`src/sv/rwl_pkg.sv`:
```
// ----------------------------------------------------------------------------
// rwl_pkg: shared types and codes of the reader-writer lock arbiter
// Holds the item formats, the command and event codes, and the control and
// status bundles that pass between the sequencer, the holder and the queue.
// ----------------------------------------------------------------------------
package rwl_pkg;

    localparam int MAX_RESULTS = 16;
    localparam int NW = $clog2(MAX_RESULTS + 1);

    localparam logic [1:0] CMD_READ   = 2'd0;
    localparam logic [1:0] CMD_WRITE  = 2'd1;
    localparam logic [1:0] CMD_UNLOCK = 2'd2;

    localparam logic [2:0] EV_GRANTED   = 3'd0;
    localparam logic [2:0] EV_QUEUED    = 3'd1;
    localparam logic [2:0] EV_WOKEN     = 3'd2;
    localparam logic [2:0] EV_RELEASED  = 3'd3;
    localparam logic [2:0] EV_FULL      = 3'd4;
    localparam logic [2:0] EV_NO_HOLDER = 3'd5;
    localparam logic [2:0] EV_SATURATED = 3'd6;

    localparam logic [15:0] READER_MAX = 16'hFFFF;

    typedef struct packed {
        logic [1:0] cmd;
        logic [7:0] requester;
    } in_item_t;

    typedef struct packed {
        logic [2:0]  event_res;
        logic [7:0]  who;
        logic        woken_as_writer;
        logic        last;
        logic [15:0] readers_now;
        logic        writer_now;
    } out_item_t;

    typedef struct packed {
        logic inc;
        logic dec;
        logic set_wr;
        logic clr_wr;
    } hold_op_t;

    typedef struct packed {
        logic zero;
        logic one;
        logic sat;
        logic wr;
    } hold_stat_t;

    typedef struct packed {
        logic push;
        logic push_writer;
        logic pop;
    } q_op_t;

    typedef struct packed {
        logic empty;
        logic full;
        logic one;
        logic head_writer;
        logic next_writer;
    } q_stat_t;

    typedef enum logic [3:0] {
        S_IDLE = 4'b0001,
        S_EXEC = 4'b0010,
        S_WAKE = 4'b0100,
        S_WAIT = 4'b1000
    } state_t;

endpackage

```
`src/sv/rwl_holder.sv`:
```
// ----------------------------------------------------------------------------
// rwl_holder: lock holder state
// Keeps the reader count and the writer flag. One shared incrementer and
// decrementer serves read grants, unlocks and readers woken from the queue.
// ----------------------------------------------------------------------------
module rwl_holder
    import rwl_pkg::*;
(
    input  logic        aclk,
    input  logic        aresetn,
    input  hold_op_t    op,
    output logic [15:0] cnt_next,
    output logic        wr_next,
    output hold_stat_t  stat
);

    logic [15:0] cnt_reg;
    logic        wr_reg;
    logic [15:0] delta;
    logic [15:0] sum;

    assign delta    = op.dec ? 16'hFFFF : 16'd1;
    assign sum      = cnt_reg + delta;
    assign cnt_next = (op.inc || op.dec) ? sum : cnt_reg;
    assign wr_next  = op.set_wr ? 1'b1 : (op.clr_wr ? 1'b0 : wr_reg);

    assign stat.zero = (cnt_reg == 16'd0);
    assign stat.one  = (cnt_reg == 16'd1);
    assign stat.sat  = (cnt_reg == READER_MAX);
    assign stat.wr   = wr_reg;

    always_ff @(posedge aclk) begin
        if (!aresetn) begin
            cnt_reg <= 16'd0;
            wr_reg  <= 1'b0;
        end else begin
            cnt_reg <= cnt_next;
            wr_reg  <= wr_next;
        end
    end

endmodule

```
`src/sv/rwl_queue.sv`:
```
// ----------------------------------------------------------------------------
// rwl_queue: FIFO of blocked requesters
// A circular memory of requester identifiers with writer marks. The head
// entry and the writer mark of the entry behind it are read into registers.
// ----------------------------------------------------------------------------
module rwl_queue
    import rwl_pkg::*;
#(
    parameter int QUEUE_DEPTH = 16,
    parameter int ID_KEEP     = 8
) (
    input  logic               aclk,
    input  logic               aresetn,
    input  q_op_t              op,
    input  logic [ID_KEEP-1:0] push_id,
    output logic [ID_KEEP-1:0] head_id,
    output q_stat_t            stat
);

    localparam int AW = (QUEUE_DEPTH > 1) ? $clog2(QUEUE_DEPTH) : 1;
    localparam int CW = $clog2(QUEUE_DEPTH + 1);
    localparam logic [CW:0]   DEPTH_T = (CW + 1)'(QUEUE_DEPTH);
    localparam logic [AW:0]   DEPTH_H = (AW + 1)'(QUEUE_DEPTH);
    localparam logic [CW-1:0] DEPTH_C = CW'(QUEUE_DEPTH);

    logic [ID_KEEP:0]   mem [QUEUE_DEPTH];
    logic [AW-1:0]      head_reg;
    logic [CW-1:0]      count_reg;
    logic [ID_KEEP:0]   rd_head_reg;
    logic               rd_next_wr_reg;
    logic [CW:0]        tail_sum;
    logic [CW:0]        tail_wrap;
    logic [AW-1:0]      tail;
    logic [AW:0]        head_sum;
    logic [AW-1:0]      head_inc;

    always_comb begin
        tail_sum  = (CW + 1)'(head_reg) + (CW + 1)'(count_reg);
        tail_wrap = (tail_sum >= DEPTH_T) ? (tail_sum - DEPTH_T) : tail_sum;
        tail      = tail_wrap[AW-1:0];
        head_sum  = (AW + 1)'(head_reg) + (AW + 1)'(1);
        head_inc  = (head_sum == DEPTH_H) ? '0 : head_sum[AW-1:0];
    end

    always_ff @(posedge aclk) begin
        if (!aresetn) begin
            head_reg  <= '0;
            count_reg <= '0;
        end else begin
            if (op.push) begin
                count_reg <= count_reg + CW'(1);
            end else if (op.pop) begin
                count_reg <= count_reg - CW'(1);
                head_reg  <= head_inc;
            end
        end
    end

    always_ff @(posedge aclk) begin
        if (op.push) begin
            mem[tail] <= {op.push_writer, push_id};
        end
        rd_head_reg    <= mem[head_reg];
        rd_next_wr_reg <= mem[head_inc][ID_KEEP];
    end

    assign head_id          = rd_head_reg[ID_KEEP-1:0];
    assign stat.head_writer = rd_head_reg[ID_KEEP];
    assign stat.next_writer = rd_next_wr_reg;
    assign stat.empty       = (count_reg == '0);
    assign stat.full        = (count_reg == DEPTH_C);
    assign stat.one         = (count_reg == CW'(1));

endmodule

```
`src/sv/rwlock_fifo_arbiter.sv`:
```
// ----------------------------------------------------------------------------
// rwlock_fifo_arbiter: reader-writer lock arbiter with a FIFO of waiters
// Grants read and write locks, queues requesters that must wait and, when
// the lock falls free, wakes readers from the head up to the first writer.
//
//   Channel  Ports                        Carries
//   input    s_valid, s_ready, s_item     one lock, write-lock or unlock item
//   result   m_valid, m_ready, m_item     one or more events per input item
//
// An item is taken in the idle state and decided in the execute state once
// the result register is free. An unlock that wakes waiters goes from the
// execute state straight to the first wake, and each further wake passes
// through a wait state for the registered read of the queue memory.
// Reset clears the holder state and empties the queue; no clearing pass.
// A stalled result channel holds the sequencer before its next result.
// ----------------------------------------------------------------------------
module rwlock_fifo_arbiter
    import rwl_pkg::*;
#(
    parameter int QUEUE_DEPTH = 16,
    parameter int ID_WIDTH    = 8
) (
    input  logic      aclk,
    input  logic      aresetn,
    input  logic      s_valid,
    output logic      s_ready,
    input  in_item_t  s_item,
    output logic      m_valid,
    input  logic      m_ready,
    output out_item_t m_item
);

    localparam int ID_KEEP = (ID_WIDTH < 8) ? ID_WIDTH : 8;

    state_t             state_reg;
    state_t             state_next;
    logic [1:0]         cmd_reg;
    logic [ID_KEEP-1:0] id_reg;
    logic [NW-1:0]      n_reg;
    logic [NW-1:0]      n_next;
    logic               m_valid_reg;
    out_item_t          out_reg;
    out_item_t          out_new;
    logic               emit;
    logic               out_free;

    hold_op_t           h_op;
    hold_stat_t         h_stat;
    logic [15:0]        cnt_next;
    logic               wr_next;
    q_op_t              q_op;
    q_stat_t            q_stat;
    logic [ID_KEEP-1:0] head_id;

    rwl_holder u_holder (
        .aclk     (aclk),
        .aresetn  (aresetn),
        .op       (h_op),
        .cnt_next (cnt_next),
        .wr_next  (wr_next),
        .stat     (h_stat)
    );

    rwl_queue #(
        .QUEUE_DEPTH (QUEUE_DEPTH),
        .ID_KEEP     (ID_KEEP)
    ) u_queue (
        .aclk    (aclk),
        .aresetn (aresetn),
        .op      (q_op),
        .push_id (id_reg),
        .head_id (head_id),
        .stat    (q_stat)
    );

    assign s_ready  = (state_reg == S_IDLE);
    assign m_valid  = m_valid_reg;
    assign m_item   = out_reg;
    assign out_free = !m_valid_reg || m_ready;

    always_comb begin
        state_next  = state_reg;
        n_next      = n_reg;
        emit        = 1'b0;
        h_op        = '0;
        q_op        = '0;
        out_new.event_res       = EV_RELEASED;
        out_new.who             = 8'(id_reg);
        out_new.woken_as_writer = 1'b0;
        out_new.last            = 1'b1;
        out_new.readers_now     = cnt_next;
        out_new.writer_now      = wr_next;

        case (state_reg)
            S_IDLE: begin
                if (s_valid) begin
                    state_next = S_EXEC;
                end
            end
            S_EXEC: begin
                n_next = '0;
                if (cmd_reg inside {CMD_READ, CMD_WRITE, CMD_UNLOCK}) begin
                    if (out_free) begin
                        emit       = 1'b1;
                        state_next = S_IDLE;
                        case (cmd_reg)
                            CMD_READ: begin
                                if (h_stat.wr) begin
                                    q_op.push         = !q_stat.full;
                                    out_new.event_res = q_stat.full ? EV_FULL : EV_QUEUED;
                                end else if (h_stat.sat) begin
                                    out_new.event_res = EV_SATURATED;
                                end else begin
                                    h_op.inc          = 1'b1;
                                    out_new.event_res = EV_GRANTED;
                                end
                            end
                            CMD_WRITE: begin
                                if (h_stat.wr || !h_stat.zero) begin
                                    q_op.push         = !q_stat.full;
                                    q_op.push_writer  = 1'b1;
                                    out_new.event_res = q_stat.full ? EV_FULL : EV_QUEUED;
                                end else begin
                                    h_op.set_wr             = 1'b1;
                                    out_new.event_res       = EV_GRANTED;
                                    out_new.woken_as_writer = 1'b1;
                                end
                            end
                            default: begin
                                if (!h_stat.zero) begin
                                    h_op.dec = 1'b1;
                                end else if (h_stat.wr) begin
                                    h_op.clr_wr = 1'b1;
                                end else begin
                                    out_new.event_res = EV_NO_HOLDER;
                                end
                                if ((h_stat.one || (h_stat.zero && h_stat.wr))
                                    && !q_stat.empty) begin
                                    emit       = 1'b0;
                                    state_next = S_WAKE;
                                end
                            end
                        endcase
                    end
                end else begin
                    state_next = S_IDLE;
                end
            end
            S_WAKE: begin
                if (out_free) begin
                    emit              = 1'b1;
                    q_op.pop          = 1'b1;
                    out_new.event_res = EV_WOKEN;
                    out_new.who       = 8'(head_id);
                    n_next            = n_reg + NW'(1);
                    if (q_stat.head_writer) begin
                        h_op.set_wr             = 1'b1;
                        out_new.woken_as_writer = 1'b1;
                        out_new.last            = 1'b1;
                    end else begin
                        h_op.inc     = 1'b1;
                        out_new.last = q_stat.one || q_stat.next_writer
                                       || (n_reg == NW'(MAX_RESULTS - 1));
                    end
                    state_next = out_new.last ? S_IDLE : S_WAIT;
                end
            end
            S_WAIT: begin
                state_next = S_WAKE;
            end
            default: begin
                state_next = S_IDLE;
            end
        endcase
    end

    always_ff @(posedge aclk) begin
        if (!aresetn) begin
            state_reg   <= S_IDLE;
            n_reg       <= '0;
            m_valid_reg <= 1'b0;
        end else begin
            state_reg <= state_next;
            n_reg     <= n_next;
            if (emit) begin
                m_valid_reg <= 1'b1;
            end else if (m_ready) begin
                m_valid_reg <= 1'b0;
            end
        end
    end

    always_ff @(posedge aclk) begin
        if (s_valid && s_ready) begin
            cmd_reg <= s_item.cmd;
            id_reg  <= s_item.requester[ID_KEEP-1:0];
        end
        if (emit) begin
            out_reg <= out_new;
        end
    end

    a_writer_excludes_readers: assert property (@(posedge aclk) disable iff (!aresetn)
        h_stat.wr |-> h_stat.zero)
        else $error("writer holds the lock while readers are counted");

    a_wake_needs_waiter: assert property (@(posedge aclk) disable iff (!aresetn)
        (state_reg == S_WAKE) |-> !q_stat.empty)
        else $error("wake step entered with an empty queue");

    a_no_overwrite: assert property (@(posedge aclk) disable iff (!aresetn)
        emit |-> out_free)
        else $error("result register overwritten before it was taken");

    a_last_ends_item: assert property (@(posedge aclk) disable iff (!aresetn)
        (emit && out_new.last) |=> (state_reg == S_IDLE))
        else $error("sequencer continued after the final result of an item");

    a_wake_bounded: assert property (@(posedge aclk) disable iff (!aresetn)
        (state_reg == S_WAKE) |-> (n_reg < NW'(MAX_RESULTS)))
        else $error("unlock woke more waiters than allowed");

endmodule
```
`config.mk`:
```
export PLATFORM = sky130hd
export DESIGN_NAME = rwlock_fifo_arbiter
export DESIGN_NICKNAME = d
export VERILOG_FILES = /design/src/sv/rwl_pkg.sv /design/src/sv/rwl_holder.sv /design/src/sv/rwl_queue.sv /design/src/sv/rwlock_fifo_arbiter.sv
export SDC_FILE = /design/constraint.sdc
export NUM_CORES = 1
export LEC_CHECK = 0
export BUFFER_PORTS_ARGS = -buffer_cell sky130_fd_sc_hd__clkbuf_2
export CAP_MARGIN = 20
export CORE_ASPECT_RATIO = 1.2
export CORE_UTILIZATION = 46
export CTS_CLUSTER_DIAMETER = 30
export DETAILED_ROUTE_END_ITERATION = 16
export PLACE_DENSITY = 0.73
export SLEW_MARGIN = 20
export SYNTH_ARGS = -nofsm -noshare
export SYNTH_HDL_FRONTEND = slang
export SYNTH_HIERARCHICAL = 1
export SYNTH_SLANG_ARGS = --single-unit
```
`constraint.sdc`:
```
create_clock -name aclk -period 7.38 [get_ports aclk]
set_input_delay 2.214 -clock aclk [delete_from_list [all_inputs] [get_ports aclk]]
set_output_delay 2.214 -clock aclk [all_outputs]
set_load 0.01 [all_outputs]
```
Word level (Yosys, flattened, before mapping):

Memories as Yosys holds them, arrays and structs flattened. A register that Yosys moved wholly into a read port is not among the register bits.
Cells that the tools add are included.
W data, S select, Z words.

* add/subtract/negate cells: 7
* mux-type cells: 74
* $mul: 0
* bitwise operators: 1
* div/mod/pow operators: 0
* reductions and logical operators: 25
* shift operators: 0
* magnitude comparators: 1
* eq/ne operators: 15

Operators with widths (number)
* $mux W4: 9
* $mux W1: 35
* $mux W16: 2
* $mux W3: 10
* $add A16 B16 Y16: 1
* $eq A16 B1 Y1 const B: 1
* $eq A16 B16 Y1 const B: 1
* $logic_not A16 Y1: 1
* $pmux W4 S4: 1
* $mux W5: 3
* $pmux W3 S2: 2
* $mux W11: 1
* $add A5 B1 Y5 const B: 2
* $eq A5 B5 Y1 const B: 2
* $pmux W1 S2: 5
* $pmux W5 S2: 1
* $mux W2: 4
* $mux W8: 1
* $add A4 B5 Y6: 1
* $ge A6 B5 Y1 const B: 1
* $logic_or A1 B1 Y1: 6
* $reduce_and A2 Y1: 3
* $reduce_bool A2 Y1: 3
* $add A4 B1 Y5 const B: 1
* other kinds (20): 26

* register bits after elaboration: 76
* bits in read-only memories: 0
* input bits: 14
* output and inout bits: 32
* bits in writable memories: 144
* logic and storage cells: 139
* memories kept: 1
* latch bits: 0

Memories
* u_queue.mem: depth 16, bits a word 9, read ports 2, clocked after memory_dff 2, wr ports 1, RTL line rwl_queue.sv:26 `logic [ID_KEEP:0] mem [QUEUE_DEPTH];`

Depth between registers and ports, before layout:

* depth in word-level cells: 11
* mapped depth: 12
* gate-level depth less buffers: 10

Modules after synthesis:

Netlist, hierarchy kept.

By module, submodules not included
* rwl_queue: area an instance 6458.7 µm², cells an instance 329, times used 1, sequential area each 4704.5 µm²
* rwlock_fifo_arbiter: area an instance 2079.5 µm², cells an instance 171, times used 1, sequential area each 1401.3 µm²
* rwl_holder: area an instance 1609.0 µm², cells an instance 206, times used 1, sequential area each 340.3 µm²

Worst setup path before layout:

No wires, ideal clock.

* path kind: input-to-reg
* start point: input m_ready
* end point: register out_reg (netlist bit m_item[0]) (enable)
* path buffers: 1
* data required time: 6921 ps
* setup time: 459 ps
* path slack: 2083 ps
* arrival: 4838 ps
* stages: 4
* cell sequence: nand2b_1 > clkbuf_1 > nand2_1 > o21ai_0

* longest elaborated chain between the ends: 4
* elaborated cells on any way between the ends: 5
* those cells by class: 4 x mux; 1 x reduce/logical

Ends and longest elaborated chain
* start, declared: RTL line rwlock_fifo_arbiter.sv:29 `input logic m_ready,`
* $logic_or A1 B1 Y1 *: RTL line rwlock_fifo_arbiter.sv:79 `assign out_free = !m_valid_reg || m_ready;`
* $mux W1: RTL line rwlock_fifo_arbiter.sv:103 `if (out_free) begin`
* $mux W1: RTL line rwlock_fifo_arbiter.sv:102 `if (cmd_reg inside {CMD_READ, CMD_WRITE, CMD_UNLOCK}) begin`
* $pmux W1 S2 *: RTL line rwlock_fifo_arbiter.sv:94 `case (state_reg)`
* named net emit: RTL line rwlock_fifo_arbiter.sv:44 `logic emit;`
* end signal, assigned: RTL line rwlock_fifo_arbiter.sv:199 `out_reg <= out_new;`
* end, declared: RTL line rwlock_fifo_arbiter.sv:42 `out_item_t out_reg;`

The timed path passes the listed nets; every way through them passes the cells marked *.
A chain may end at the register's enable or synchronous reset.

==> run_results.csv <==
group,metric,value,unit
power_and_ir_drop,peakVddDrop,0.194,mV
cts,worstSkewPairLatency,0.52,ns
yosys,synth-seq-cells,230,
final_layout,final_common_cell,"edfxtp_1",
sta,rsz0062_at_grt,"no",
final_layout,ff_latch_area,6450,um^2
critical_path,cp-start-kind,"primary input",
cts,numCtsBuffers,38,
grt,antenna_found_initial,0,
outcome,run_status,"complete, no violations",
critical_path,crit_path_cell_trace,"clkbuf_2 > nor2b_1 > or3_1 > nor2_1 > buf_4 > ha_1 > o211ai_1 > o21ai_0 > a31oi_1 > xor2_1 > a21oi_1",
yosys,yosys-top-cells-area,"edfxtp_1 (54%), dfxtp_1 (9.1%), mux4_2 (8.4%)",
detailed_routing,drt_iter0_drc,438,
grt,met1_usage,25.2,%
final_layout,final_cell_mix,"edfxtp_1 (184), nand2_1 (60), clkbuf_2 (45)",
sta,timing.fmax,222,MHz
cts,ctsHtreeMaxLevel,2,
sta,period_share,61.0,%
detailed_routing,via_per_inst,5.77,
power_and_ir_drop,leakage,0.00433,uW
hold_path,hold_path_class,"reg -> reg",
sta,fin_worst_skew,0.0215,ns
sta,tightest_slew,1.07,ns
yosys,syn_area,10100,um^2
final_layout,fillerInstances,1703,
cts,clockBufferDepth,3,
sta,period_needed,4.50,ns
final_layout,antennaDiodeCount,0,
cts,ctsResizeCount,0,
hold_path,hold_depth,2,
yosys,synth-seq-area-share,63.5,%
yosys,yosysTopAreaCellShare,54.5,%
yosys,yosysUniqueCellTypes,66,
yosys,synth_warnings,6,
detailed_routing,wirelength,21200,um
final_layout,utilization,55.6,%
run,cap_violations,0,
die,core-area,21600,um^2
grt,grt_use_total,19.9,%
placement,numPortBuffers,45,
sta,slew_viol_final,0,
grt,grt_util_met3,4.36,%
cts,cts_sinks,230,
yosys,async_flop_share,0,%
grt,grt_overflow_total,0,
sta,fin_setup_tns,0,ns
critical_path,crit_fanout,20,
sta,final-setup-viol-count,0,
grt,grt_pass1_wl,33600,um
sta,maxSlewHeadroom,28.2,%
final_layout,largest_reg_flops,144,
yosys,synth_cells,706,
final_layout,drive_above_1_share,22.9,%
yosys,synthFlopType,"edfxtp_1",
yosys,synth_nets,745,
detailed_routing,ant_nets,0,
yosys,synth-edff-count,184,
cts,cts_hold_repair.buffers,0,
die,ioPinCount,46,
critical_path,cp_data_required_time,7.60,ns
die,die_area,22700,um^2
power_and_ir_drop,finalPower,3300,uW
grt,grt_max_degree,45,
detailed_routing,first_pass_iters,5,
cts,post_cts_buffers,0,
cts,cts_root_buffer,"clkbuf_16",
power_and_ir_drop,p_per_area,275,nW/um^2
detailed_routing,wl_per_cell,19.8,um
grt,top_usage_layer,"met2",
grt,met2_usage,33.6,%
detailed_routing,vias,6196,
yosys,syn_area_per_cell,14.4,um^2
yosys,synth_top_cell_by_area,"edfxtp_1",
grt,grt_pass1_vias,6137,
sta,hold_viol_final,0,
critical_path,cp_top_family,"compound AO/OA/AOI/OAI gates",
detailed_routing,drc_errors,0,
critical_path,rr_worst_depth,10,
cts,cts_tree,"done",
die,die-width,138,um
die,die-height,165,um
final_layout,nets,809,
die,start_util,46.9,%
critical_path,worstSetupPathType,"in -> reg",
critical_path,slowest_stage,"o21ai_0",
cts,clkSlewWorstSetupHoldPaths,0.05,ns
critical_path,cp.arrival,4.72,ns
critical_path,worst_setup_path_end_kind,"flop",
critical_path,max_stage_delay,0.59,ns
die,rows,59,
placement,gp_congestion,0.891,
placement,dpl.hpwl,13300,um
critical_path,cp.depth,11,
critical_path,path_buf_inv,2,
final_layout,area_growth,18.6,%
final_layout,multi_input_area,3510,um^2
-- routing by layer --
layer  vias to the layer above  routed length [um]
li1                       2900                   -
met1                      3072                8900
met2                       182               10800
met3                        42                1100
met4                         0                 479
met5                         -                   0
-- layout make-up --
class                           instances  area share, %
Timing Repair Buffer                   59           2.91
Multi-Input combinational cell        428           29.2
Clock buffer                           47           8.51
Sequential cell                       230           53.6
Tap cell                              274           2.85
Clock inverter                         23           2.56
Inverter                               13          0.405
-- kinds of logic (layout without fill, tap and decap cells) --
group	after synthesis	count (layout)	share of synthesized area, %
flops	230	230	63.5
xor+xnor	23	23	1.99
fa+ha+maj	25	25	3.23
buf+inv	48	142	2.42
compound gates	117	117	8.16
simple gates	215	215	10.7
mux	48	48	9.94
-- synthesized netlist by cell type, types with 5 or more instances --
library cell	count
a21o_1	8
nand2_1	60
nor2_1	38
o21a_1	8
and3_1	7
dfxtp_1	46
nand4_1	10
a21oi_1	31
a22oi_1	19
mux4_2	38
and2_1	13
inv_1	12
clkbuf_1	11
xor2_1	7
nand2b_1	8
nor4_1	8
o21ai_0	14
a211oi_1	7
nor2b_1	11
ha_1	23
buf_4	5
nand3_1	15
nor3_1	28
buf_2	13
xnor2_1	16
edfxtp_1	184
-- worst paths after layout --
path / start / to / slack [ns]
min: n_reg[1] / n_reg[1] / 0.49
max reg2reg: state_reg[1] / m_item[10] / 3.59
max: m_ready / m_item[10] / 2.88
min reg2reg: n_reg[1] / n_reg[1] / 0.49
-- where the power goes --
group          switching, uW  leakage (uW)  total (uW)  internal, uW
logic                   29.7       0.00163        47.5          17.8
registers               24.0       0.00206        1440          1410
clock network            637      0.000641        1820          1180
-- tightest hold or removal path, delay by kind of cell (launching register included) --
| kind | cells | cell delay [ns] |
|---|---|---|
| flip-flops | 1 | 0.32 |
| AO/OA/AOI/OAI | 1 | 0.06 |
| AND/OR/NAND/NOR | 1 | 0.07 |
-- stage by stage --
step / area [um^2] / hold slack (ns) / cells / setup WS (ns)
after detailed placement: 10700 / 0.484 / 1003 / 2.17
final: 12000 / 0.492 / 1074 / 2.88
after floorplan: 10100 / 0.465 / 706 / 2.08
after global routing: 12000 / 0.524 / 1074 / 2.69
after global placement: 10700 / 0.476 / 1003 / 2.29
after CTS: 12000 / 0.491 / 1073 / 2.68
(Power assumes the default switching activity.)
